===== config.mk =====
export PLATFORM = sky130hd
export DESIGN_NAME = stick_to_dpad_gesture_shift
export DESIGN_NICKNAME = d
export VERILOG_FILES = /design/src/hdl/sdgs_pkg.sv /design/src/hdl/stick_to_dpad_gesture_shift.sv
export SDC_FILE = /design/constraint.sdc
export NUM_CORES = 2
export LEC_CHECK = 0
export BUFFER_PORTS_ARGS = -buffer_cell sky130_fd_sc_hd__buf_2
export CAP_MARGIN = 20
export CORE_MARGIN = 2
export CORE_UTILIZATION = 32
export DETAILED_ROUTE_END_ITERATION = 8
export PLACE_DENSITY = 0.5
export SLEW_MARGIN = 20
export SYNTH_ARGS = -nofsm -noshare
export SYNTH_HDL_FRONTEND = slang
export SYNTH_SLANG_ARGS = --single-unit

===== constraint.sdc =====
create_clock -name clock -period 11.3 [get_ports clock]
set_input_delay 1.13 -clock clock [delete_from_list [all_inputs] [get_ports clock]]
set_output_delay 1.13 -clock clock [all_outputs]
set_load 0.01 [all_outputs]

===== src/hdl/sdgs_pkg.sv =====
// sdgs_pkg: shared types and constants for the stick to d-pad gesture shift
// holds register indexes, reset values, modifier source codes and d-pad codes
// no dependencies
`default_nettype none

package sdgs_pkg;

   // configuration port widths
   localparam int unsigned CSR_INDEX_W = 3;
   localparam int unsigned CSR_DATA_W  = 16;

   // register indexes on the configuration port
   typedef enum logic [CSR_INDEX_W-1:0] {
      REG_MODIFIER_SOURCE = 3'd0,
      REG_HEAD_MIN_HEIGHT = 3'd1,
      REG_HEAD_RADIUS     = 3'd2,
      REG_DWELL_MS        = 3'd3,
      REG_STICK_DEADZONE  = 3'd4
   } reg_index_type;

   // where the modifier comes from
   typedef enum logic [1:0] {
      MOD_OFF       = 2'd0,
      MOD_THUMBREST = 2'd1,
      MOD_HEAD      = 2'd2,
      MOD_EITHER    = 2'd3
   } mod_source_type;

   // d-pad button codes
   localparam logic [3:0] DPAD_NONE  = 4'h0;
   localparam logic [3:0] DPAD_UP    = 4'h1;
   localparam logic [3:0] DPAD_DOWN  = 4'h2;
   localparam logic [3:0] DPAD_LEFT  = 4'h4;
   localparam logic [3:0] DPAD_RIGHT = 4'h8;

   // controller flag bit positions
   localparam int unsigned FLAG_THUMB_L  = 0;
   localparam int unsigned FLAG_THUMB_R  = 1;
   localparam int unsigned FLAG_TRACKED  = 2;
   localparam int unsigned FLAG_HEAD_OK  = 3;
   localparam int unsigned FLAG_PRIMARY  = 4;

   // register reset values and write limits
   localparam logic signed [15:0] HEIGHT_RESET   = -16'sd614;
   localparam logic [13:0]        RADIUS_RESET   = 14'd1843;
   localparam logic [13:0]        RADIUS_MIN     = 14'd205;
   localparam logic [15:0]        DWELL_RESET    = 16'd0;
   localparam logic [13:0]        DEADZONE_RESET = 14'd9830;
   localparam logic [13:0]        DEADZONE_MIN   = 14'd820;
   localparam logic [27:0]        RADIUS_SQ_RESET = 28'd3396649;

endpackage

`default_nettype wire


===== src/hdl/stick_to_dpad_gesture_shift.sv =====
// stick_to_dpad_gesture_shift: top level of the gesture shift block
// two register stages: input word, result word
// depends on sdgs_pkg
//
//   channel | direction | handshake          | payload
//   req_    | in        | req_valid/ready    | flags, hand and head xyz, stick xy, now_ms
//   rsp_    | out       | rsp_valid/ready    | engaged, dpad_buttons, view, two pulses
//   csr_    | in        | csr_valid/ready    | csr_index, csr_data
//
// one word is taken every cycle unless the result stalls; each word goes through the input
// register, then the result register, to rsp_; the two 16x16 squarers sit between them
// both stages move together: a stalled result holds the whole pipe and drops req_ready
// synchronous reset clears the valid bits, the modifier history and the configuration registers
// csr writes are taken in any cycle outside reset and land at once
`default_nettype none

module stick_to_dpad_gesture_shift (
   input  wire logic                               clock,
   input  wire logic                               reset,
   // input words
   input  wire logic                               req_valid,
   output logic                                    req_ready,
   input  wire logic [4:0]                         req_controller_flags,
   input  wire logic signed [15:0]                 req_hand_x,
   input  wire logic signed [15:0]                 req_hand_y,
   input  wire logic signed [15:0]                 req_hand_z,
   input  wire logic signed [15:0]                 req_head_x,
   input  wire logic signed [15:0]                 req_head_y,
   input  wire logic signed [15:0]                 req_head_z,
   input  wire logic signed [15:0]                 req_stick_x,
   input  wire logic signed [15:0]                 req_stick_y,
   input  wire logic [31:0]                        req_now_ms,
   // result words
   output logic                                    rsp_valid,
   input  wire logic                               rsp_ready,
   output logic                                    rsp_engaged,
   output logic [3:0]                              rsp_dpad_buttons,
   output logic                                    rsp_view_button,
   output logic                                    rsp_engage_pulse,
   output logic                                    rsp_view_pulse,
   // register writes
   input  wire logic                               csr_valid,
   output logic                                    csr_ready,
   input  wire logic [sdgs_pkg::CSR_INDEX_W-1:0]   csr_index,
   input  wire logic [sdgs_pkg::CSR_DATA_W-1:0]    csr_data
);
   import sdgs_pkg::*;

   // configuration registers
   mod_source_type     source_ff;
   logic signed [15:0] min_height_ff;
   logic [27:0]        radius_sq_ff;
   logic [15:0]        dwell_ff;
   logic [13:0]        deadzone_ff;

   // pipe control
   logic advance;
   logic p1_valid_ff, rsp_valid_ff;

   // input register
   logic [4:0]         p1_flags_ff;
   logic signed [15:0] p1_hand_x_ff, p1_hand_y_ff, p1_hand_z_ff;
   logic signed [15:0] p1_head_x_ff, p1_head_y_ff, p1_head_z_ff;
   logic signed [15:0] p1_stick_x_ff, p1_stick_y_ff;
   logic [31:0]        p1_now_ff;

   // offsets, squares and stick direction
   logic signed [16:0] dx, dy, dz, lx, ly, ax, ay, dz_pos, dz_neg, height_ext;
   logic [15:0]        adx, adz;
   logic [31:0]        sq_x, sq_z;
   logic [3:0]         dir_in;
   logic               height_ok;

   // modifier decision and history
   logic [32:0] dist_sq;
   logic        thumb, head_ok, held, rise, dwell_done, engaged_in, view_in;
   logic [31:0] elapsed;
   logic        was_held_ff, engaged_last_ff, view_last_ff;
   logic [31:0] since_ff;
   logic        rsp_engaged_ff, rsp_view_ff, rsp_engage_pulse_ff, rsp_view_pulse_ff;
   logic [3:0]  rsp_dpad_ff;

   assign advance   = !rsp_valid_ff || rsp_ready;
   assign req_ready = advance && !reset;
   assign csr_ready = !reset;

   // register writes; small radius and deadzone values are dropped
   // the radius is kept only as its square
   always_ff @(posedge clock) begin
      if (reset) begin
         source_ff     <= MOD_EITHER;
         min_height_ff <= HEIGHT_RESET;
         radius_sq_ff  <= RADIUS_SQ_RESET;
         dwell_ff      <= DWELL_RESET;
         deadzone_ff   <= DEADZONE_RESET;
      end else if (csr_valid) begin
         unique case (csr_index)
            REG_MODIFIER_SOURCE: source_ff <= mod_source_type'(csr_data[1:0]);
            REG_HEAD_MIN_HEIGHT: min_height_ff <= signed'(csr_data);
            REG_HEAD_RADIUS: begin
               if (csr_data[13:0] >= RADIUS_MIN)
                  radius_sq_ff <= csr_data[13:0] * csr_data[13:0];
            end
            REG_DWELL_MS: dwell_ff <= csr_data;
            REG_STICK_DEADZONE: begin
               if (csr_data[13:0] >= DEADZONE_MIN) deadzone_ff <= csr_data[13:0];
            end
            default: ;
         endcase
      end
   end

   // valid bits move with the pipe
   always_ff @(posedge clock) begin
      if (reset) begin
         p1_valid_ff  <= 1'b0;
         rsp_valid_ff <= 1'b0;
      end else if (advance) begin
         p1_valid_ff  <= req_valid;
         rsp_valid_ff <= p1_valid_ff;
      end
   end

   // input register
   always_ff @(posedge clock) begin
      if (advance) begin
         p1_flags_ff   <= req_controller_flags;
         p1_hand_x_ff  <= req_hand_x;
         p1_hand_y_ff  <= req_hand_y;
         p1_hand_z_ff  <= req_hand_z;
         p1_head_x_ff  <= req_head_x;
         p1_head_y_ff  <= req_head_y;
         p1_head_z_ff  <= req_head_z;
         p1_stick_x_ff <= req_stick_x;
         p1_stick_y_ff <= req_stick_y;
         p1_now_ff     <= req_now_ms;
      end
   end

   // hand to head offsets, squares, height test
   always_comb begin
      dx = 17'(p1_hand_x_ff) - 17'(p1_head_x_ff);
      dy = 17'(p1_hand_y_ff) - 17'(p1_head_y_ff);
      dz = 17'(p1_hand_z_ff) - 17'(p1_head_z_ff);
      adx = dx[16] ? 16'(-dx) : dx[15:0];
      adz = dz[16] ? 16'(-dz) : dz[15:0];
      sq_x = adx * adx;
      sq_z = adz * adz;
      height_ext = 17'(min_height_ff);
      height_ok  = dy >= height_ext;
   end

   // dominant stick axis against the deadzone
   always_comb begin
      lx = 17'(p1_stick_x_ff);
      ly = 17'(p1_stick_y_ff);
      ax = lx[16] ? -lx : lx;
      ay = ly[16] ? -ly : ly;
      dz_pos = signed'({3'b000, deadzone_ff});
      dz_neg = -dz_pos;
      dir_in = DPAD_NONE;
      if (ay >= ax) begin
         if (ly >= dz_pos)      dir_in = DPAD_UP;
         else if (ly <= dz_neg) dir_in = DPAD_DOWN;
      end else begin
         if (lx >= dz_pos)      dir_in = DPAD_RIGHT;
         else if (lx <= dz_neg) dir_in = DPAD_LEFT;
      end
   end

   // modifier decision and dwell timing
   always_comb begin
      dist_sq = {1'b0, sq_x} + {1'b0, sq_z};
      thumb   = p1_flags_ff[FLAG_THUMB_L] || p1_flags_ff[FLAG_THUMB_R];
      head_ok = p1_flags_ff[FLAG_TRACKED] && p1_flags_ff[FLAG_HEAD_OK]
                && height_ok && (dist_sq <= {5'b0, radius_sq_ff});
      unique case (source_ff)
         MOD_OFF:       held = 1'b0;
         MOD_THUMBREST: held = thumb;
         MOD_HEAD:      held = head_ok;
         MOD_EITHER:    held = thumb || head_ok;
         default:       held = 1'b0;
      endcase
      rise       = held && !was_held_ff;
      elapsed    = p1_now_ff - since_ff;
      dwell_done = rise ? (dwell_ff == 16'd0) : (elapsed >= {16'b0, dwell_ff});
      engaged_in = held && dwell_done;
      view_in    = engaged_in && p1_flags_ff[FLAG_PRIMARY];
   end

   // history, updated once per word as it enters the result register
   always_ff @(posedge clock) begin
      if (reset) begin
         was_held_ff     <= 1'b0;
         since_ff        <= '0;
         engaged_last_ff <= 1'b0;
         view_last_ff    <= 1'b0;
      end else if (advance && p1_valid_ff) begin
         was_held_ff     <= held;
         if (rise) since_ff <= p1_now_ff;
         engaged_last_ff <= engaged_in;
         view_last_ff    <= view_in;
      end
   end

   // result register
   always_ff @(posedge clock) begin
      if (advance) begin
         rsp_engaged_ff      <= engaged_in;
         rsp_dpad_ff         <= engaged_in ? dir_in : DPAD_NONE;
         rsp_view_ff         <= view_in;
         rsp_engage_pulse_ff <= engaged_in && !engaged_last_ff;
         rsp_view_pulse_ff   <= view_in && !view_last_ff;
      end
   end

   assign rsp_valid        = rsp_valid_ff;
   assign rsp_engaged      = rsp_engaged_ff;
   assign rsp_dpad_buttons = rsp_dpad_ff;
   assign rsp_view_button  = rsp_view_ff;
   assign rsp_engage_pulse = rsp_engage_pulse_ff;
   assign rsp_view_pulse   = rsp_view_pulse_ff;

endmodule

`default_nettype wire


==> out/qor.txt <==
=====================================================================================
Max-Slew Margin vs Limit ...............................................        27.6%
Quantity of hold-fixing buffers added after cts ........................            0
Detailed Route WL ......................................................      99.1 mm
Crit-path max FO .......................................................            8
Most Frequent Cell on Critical Path .................................... sky130_fd_sc_hd__fa_1
Kind of end point of the critical path .................................    flip-flop
Pin count of the biggest net entering global routing ...................           73
Htree depth ............................................................            2
Final Hold Vio Count ...................................................            0
Worst hold path cell count .............................................            2
Vias in the first global route .........................................       30,400
Clk_lat worst skew .....................................................      0.61 ns
Most area-consuming cells after synthesis .............................. sky130_fd_sc_hd__fa_1 27%, sky130_fd_sc_hd__ha_1 16%, sky130_fd_sc_hd__edfxtp_1 14%
Num ports ..............................................................          200
Worst-case reg-to-reg path depth .......................................           54
Hold EP ................................................................  since_ff[2]
Syn Nets ...............................................................        5,279
Half-perimeter wire length after detailed placement ....................      82.6 mm
Cell with the largest stage delay on the worst path .................... sky130_fd_sc_hd__or4_4
Portion of the post-synthesis area used by sequential elements .........        19.5%
Maximum buffer depth of the clock tree .................................            3
Number of DRC violations after detailed routing ........................            0
Count of flip-flops with a built-in enable after synthesis .............          173
TritonCTS clock tree ...................................................          yes
Max Fclk ...............................................................   0.0844 GHz
RSZ-0062 raised after global routing ...................................         true
Post-synthesis cell area ...............................................   0.0382 mm²
Post-route clock period utilization ....................................         105%
Number of cell rows ....................................................          126
Placed cell area .......................................................   0.0435 mm²
Vertical die dimension .................................................       349 µm
Total die area .........................................................    0.122 mm²
Worst min path class ...................................................   reg -> reg
Layout net count .......................................................        5,781
Most used cells in the layout excluding fill and tap cells ............. 832 x sky130_fd_sc_hd__inv_1, 502 x sky130_fd_sc_hd__fa_1, 485 x sky130_fd_sc_hd__ha_1
TritonCTS sink count ...................................................          285
Initial antenna violation count ........................................            5
Root buffer cell ....................................................... sky130_fd_sc_hd__clkbuf_16
Category of the worst setup path launch point ..........................    flip-flop
Failing checks ......................................................... negative setup slack
Worst Clk Skew .........................................................    0.0293 ns
Biggest area consumer among synthesized cells .......................... sky130_fd_sc_hd__fa_1
Final setup violating endpoints ........................................           43
Area overhead of the layout relative to synthesis ......................        18.8%
Number of fillers in the final layout ..................................       12,000
Standard cell core area ................................................    0.118 mm²
Largest stage delay on the critical path ...............................      0.55 ns
Clock period minus worst slack .........................................     11.85 ns
Count of antenna-violating nets left after detailed routing ............            0
Cell variety after synth ...............................................           98
R2r setup slk ..........................................................     -0.55 ns
CP Class ...............................................................   reg -> reg
Number of buffers inserted by port buffering ...........................          199
Layout cells sized above 1 .............................................        17.0%
Final slew viol count ..................................................            0
Flop and latch count out of synthesis ..................................          285
Wire length of the first global-routing pass ...........................       161 mm
Number of warnings reported in the yosys synthesis log .................            0
DIE WIDTH ..............................................................       349 µm
Max-capacitance violation count ........................................            0
Routed vias ............................................................       28,700
Required time worst endpoint ...........................................     11.82 ns
Clock buffer count from CTS ............................................           39
Final Cell Area ........................................................   0.0454 mm²
GRT overflow ...........................................................            0
Fraction of synthesis flops using an asynchronous set or reset pin .....           0%
Hold Crit Start ........................................................  since_ff[2]
Clock-pin slew of the registers on the worst-case setup and hold paths .      0.06 ns
Data arrival time at the worst-slack endpoint ..........................     12.37 ns
Global Route Usage Sum .................................................        16.7%
Avg Cell Area, Syn .....................................................     9.35 µm²
Starting utilization of the core area ..................................        32.3%
Synthesized instance count .............................................        4,083
Setup ws final .........................................................    -0.547 ns
Post-synth top area share ..............................................        26.8%
Routed vias/inst .......................................................         4.67
Initial detailed-routing violation count ...............................        1,187
Final routed wire length divided by cell count .........................      16.1 µm
RR Startpoint .......................................................... p1_hand_x_ff[1]
Least-Margin Pin Slew ..................................................      1.06 ns
Commonest register cell after synthesis ................................ sky130_fd_sc_hd__edfxtp_1
Outcome ................................................................ finished, violations left
Most common library cell in the layout ignoring fill and taps .......... sky130_fd_sc_hd__inv_1
Last weighted congestion value of the routability-driven placer ........        0.871
TritonRoute pass-1 iters ...............................................            5
Critical register-to-register path endpoint ............................  since_ff[9]
=====================================================================================
[worst max-delay path: cells and delay by family (launching register included)]
kind	cells	cell delay (ns)
compound gates	13	2.10
xor+xnor	2	0.32
fa+ha+maj	11	4.84
buf+inv	13	1.29
flops	1	0.39
mux	1	0.18
simple gates	14	2.61
[worst max path at each step]
| stage | slack [ns] | end | cells past startpoint | from |
|---|---|---|---|---|
| finish | -0.55 | since_ff[9] | 54 | p1_hand_x_ff[1] |
| detailed placement | -0.80 | rsp_dpad_buttons[1] | 47 | p1_hand_x_ff[1] |
| global placement | -0.62 | rsp_dpad_buttons[0] | 48 | p1_hand_x_ff[1] |
| global route | -1.11 | since_ff[4] | 52 | p1_hand_x_ff[1] |
| floorplan | -0.11 | since_ff[25] | 48 | p1_hand_x_ff[1] |
| CTS | -0.61 | since_ff[0] | 52 | p1_hand_x_ff[1] |
[cells in the mapped netlist (all sizes together) (24+ instances only)]
cell	instances
inv	857
a21o	74
and2	59
o21a	33
fa	512
mux2i	52
ha	495
edfxtp	173
clkbuf	84
nand3	48
nand2b	44
a21oi	147
nand2	363
o21ai	98
o211ai	33
or2	24
dfxtp	112
xnor2	103
nor2b	35
nor3	48
nand4	28
nor2	313
xor2	67
[logic make-up (layout without fill, tap and decap cells)]
family | count (synthesis) | after routing | share of synthesized area [%]
and+or+nand+nor | 1048 | 1048 | 12.7
adders and majority gates | 1007 | 1007 | 43.1
buffers and inverters | 960 | 1491 | 9.54
AOI/OAI and AO/OA | 558 | 559 | 9.92
DFF | 285 | 285 | 19.5
xor gates and xnor gates | 170 | 170 | 3.92
muxes | 53 | 53 | 1.39
other | 2 | 5 | 0.0197
[per-layer routing]
metal	wire [µm]	global-route usage, %
met5	34	0
met4	2000	3.80
met3	3340	2.08
met2	50700	30.4
met1	43000	20.8
[state kept, by name (all words and copies together), names as in the netlist, 16 cells and up]
| name | flops |
|---|---|
| p1_now_ff | 32 |
| since_ff | 32 |
| radius_sq_ff | 27 |
| dwell_ff | 16 |
| min_height_ff | 16 |
| p1_hand_x_ff | 16 |
| p1_hand_y_ff | 16 |
| p1_hand_z_ff | 16 |
| p1_head_x_ff | 16 |
| p1_head_y_ff | 16 |
| p1_head_z_ff | 16 |
| p1_stick_x_ff | 16 |
| p1_stick_y_ff | 16 |
[per-stage QoR]
stage | setup WS, ns | setup TNS, ns | cells | hold slack [ns] | util [%]
after floorplan | -0.108 | -3.36 | 4083 | 0.432 | -
after global routing | -1.11 | -43.72 | 6152 | 0.469 | 38.4
after detailed placement | -0.796 | -28.74 | 6054 | 0.445 | 36.8
final | -0.547 | -20.69 | 6154 | 0.453 | 38.4
after global placement | -0.616 | -23.01 | 6054 | 0.442 | 36.8
after CTS | -0.612 | -22.57 | 6144 | 0.459 | 38.1
[cell type report]
| type | count | area (µm²) | share of cell area, % |
|---|---|---|---|
| Inverter | 865 | 3260 | 7.18 |
| Tap cell | 1536 | 1920 | 4.24 |
| Clock buffer | 51 | 1060 | 2.34 |
| Antenna cell | 3 | 7.51 | 0.0166 |
| Clock inverter | 20 | 159 | 0.350 |
| Sequential cell | 285 | 7440 | 16.4 |
| Multi-Input combinational cell | 2839 | 27700 | 61.1 |
| Timing Repair Buffer | 555 | 3780 | 8.34 |
[timing repair]
item / in CTS / in global routing
pin swaps: 61 / 45
gates cloned: 3 / 1
hold endpoints to repair: 0 / 0
setup endpoints to repair: 43 / 43
setup buffers: 16 / 8
gates resized for setup: 35 / 56
Power is left out: the tool's default activity adds up to more than one toggle a clock period on the data nets, which glitch-free logic cannot reach.
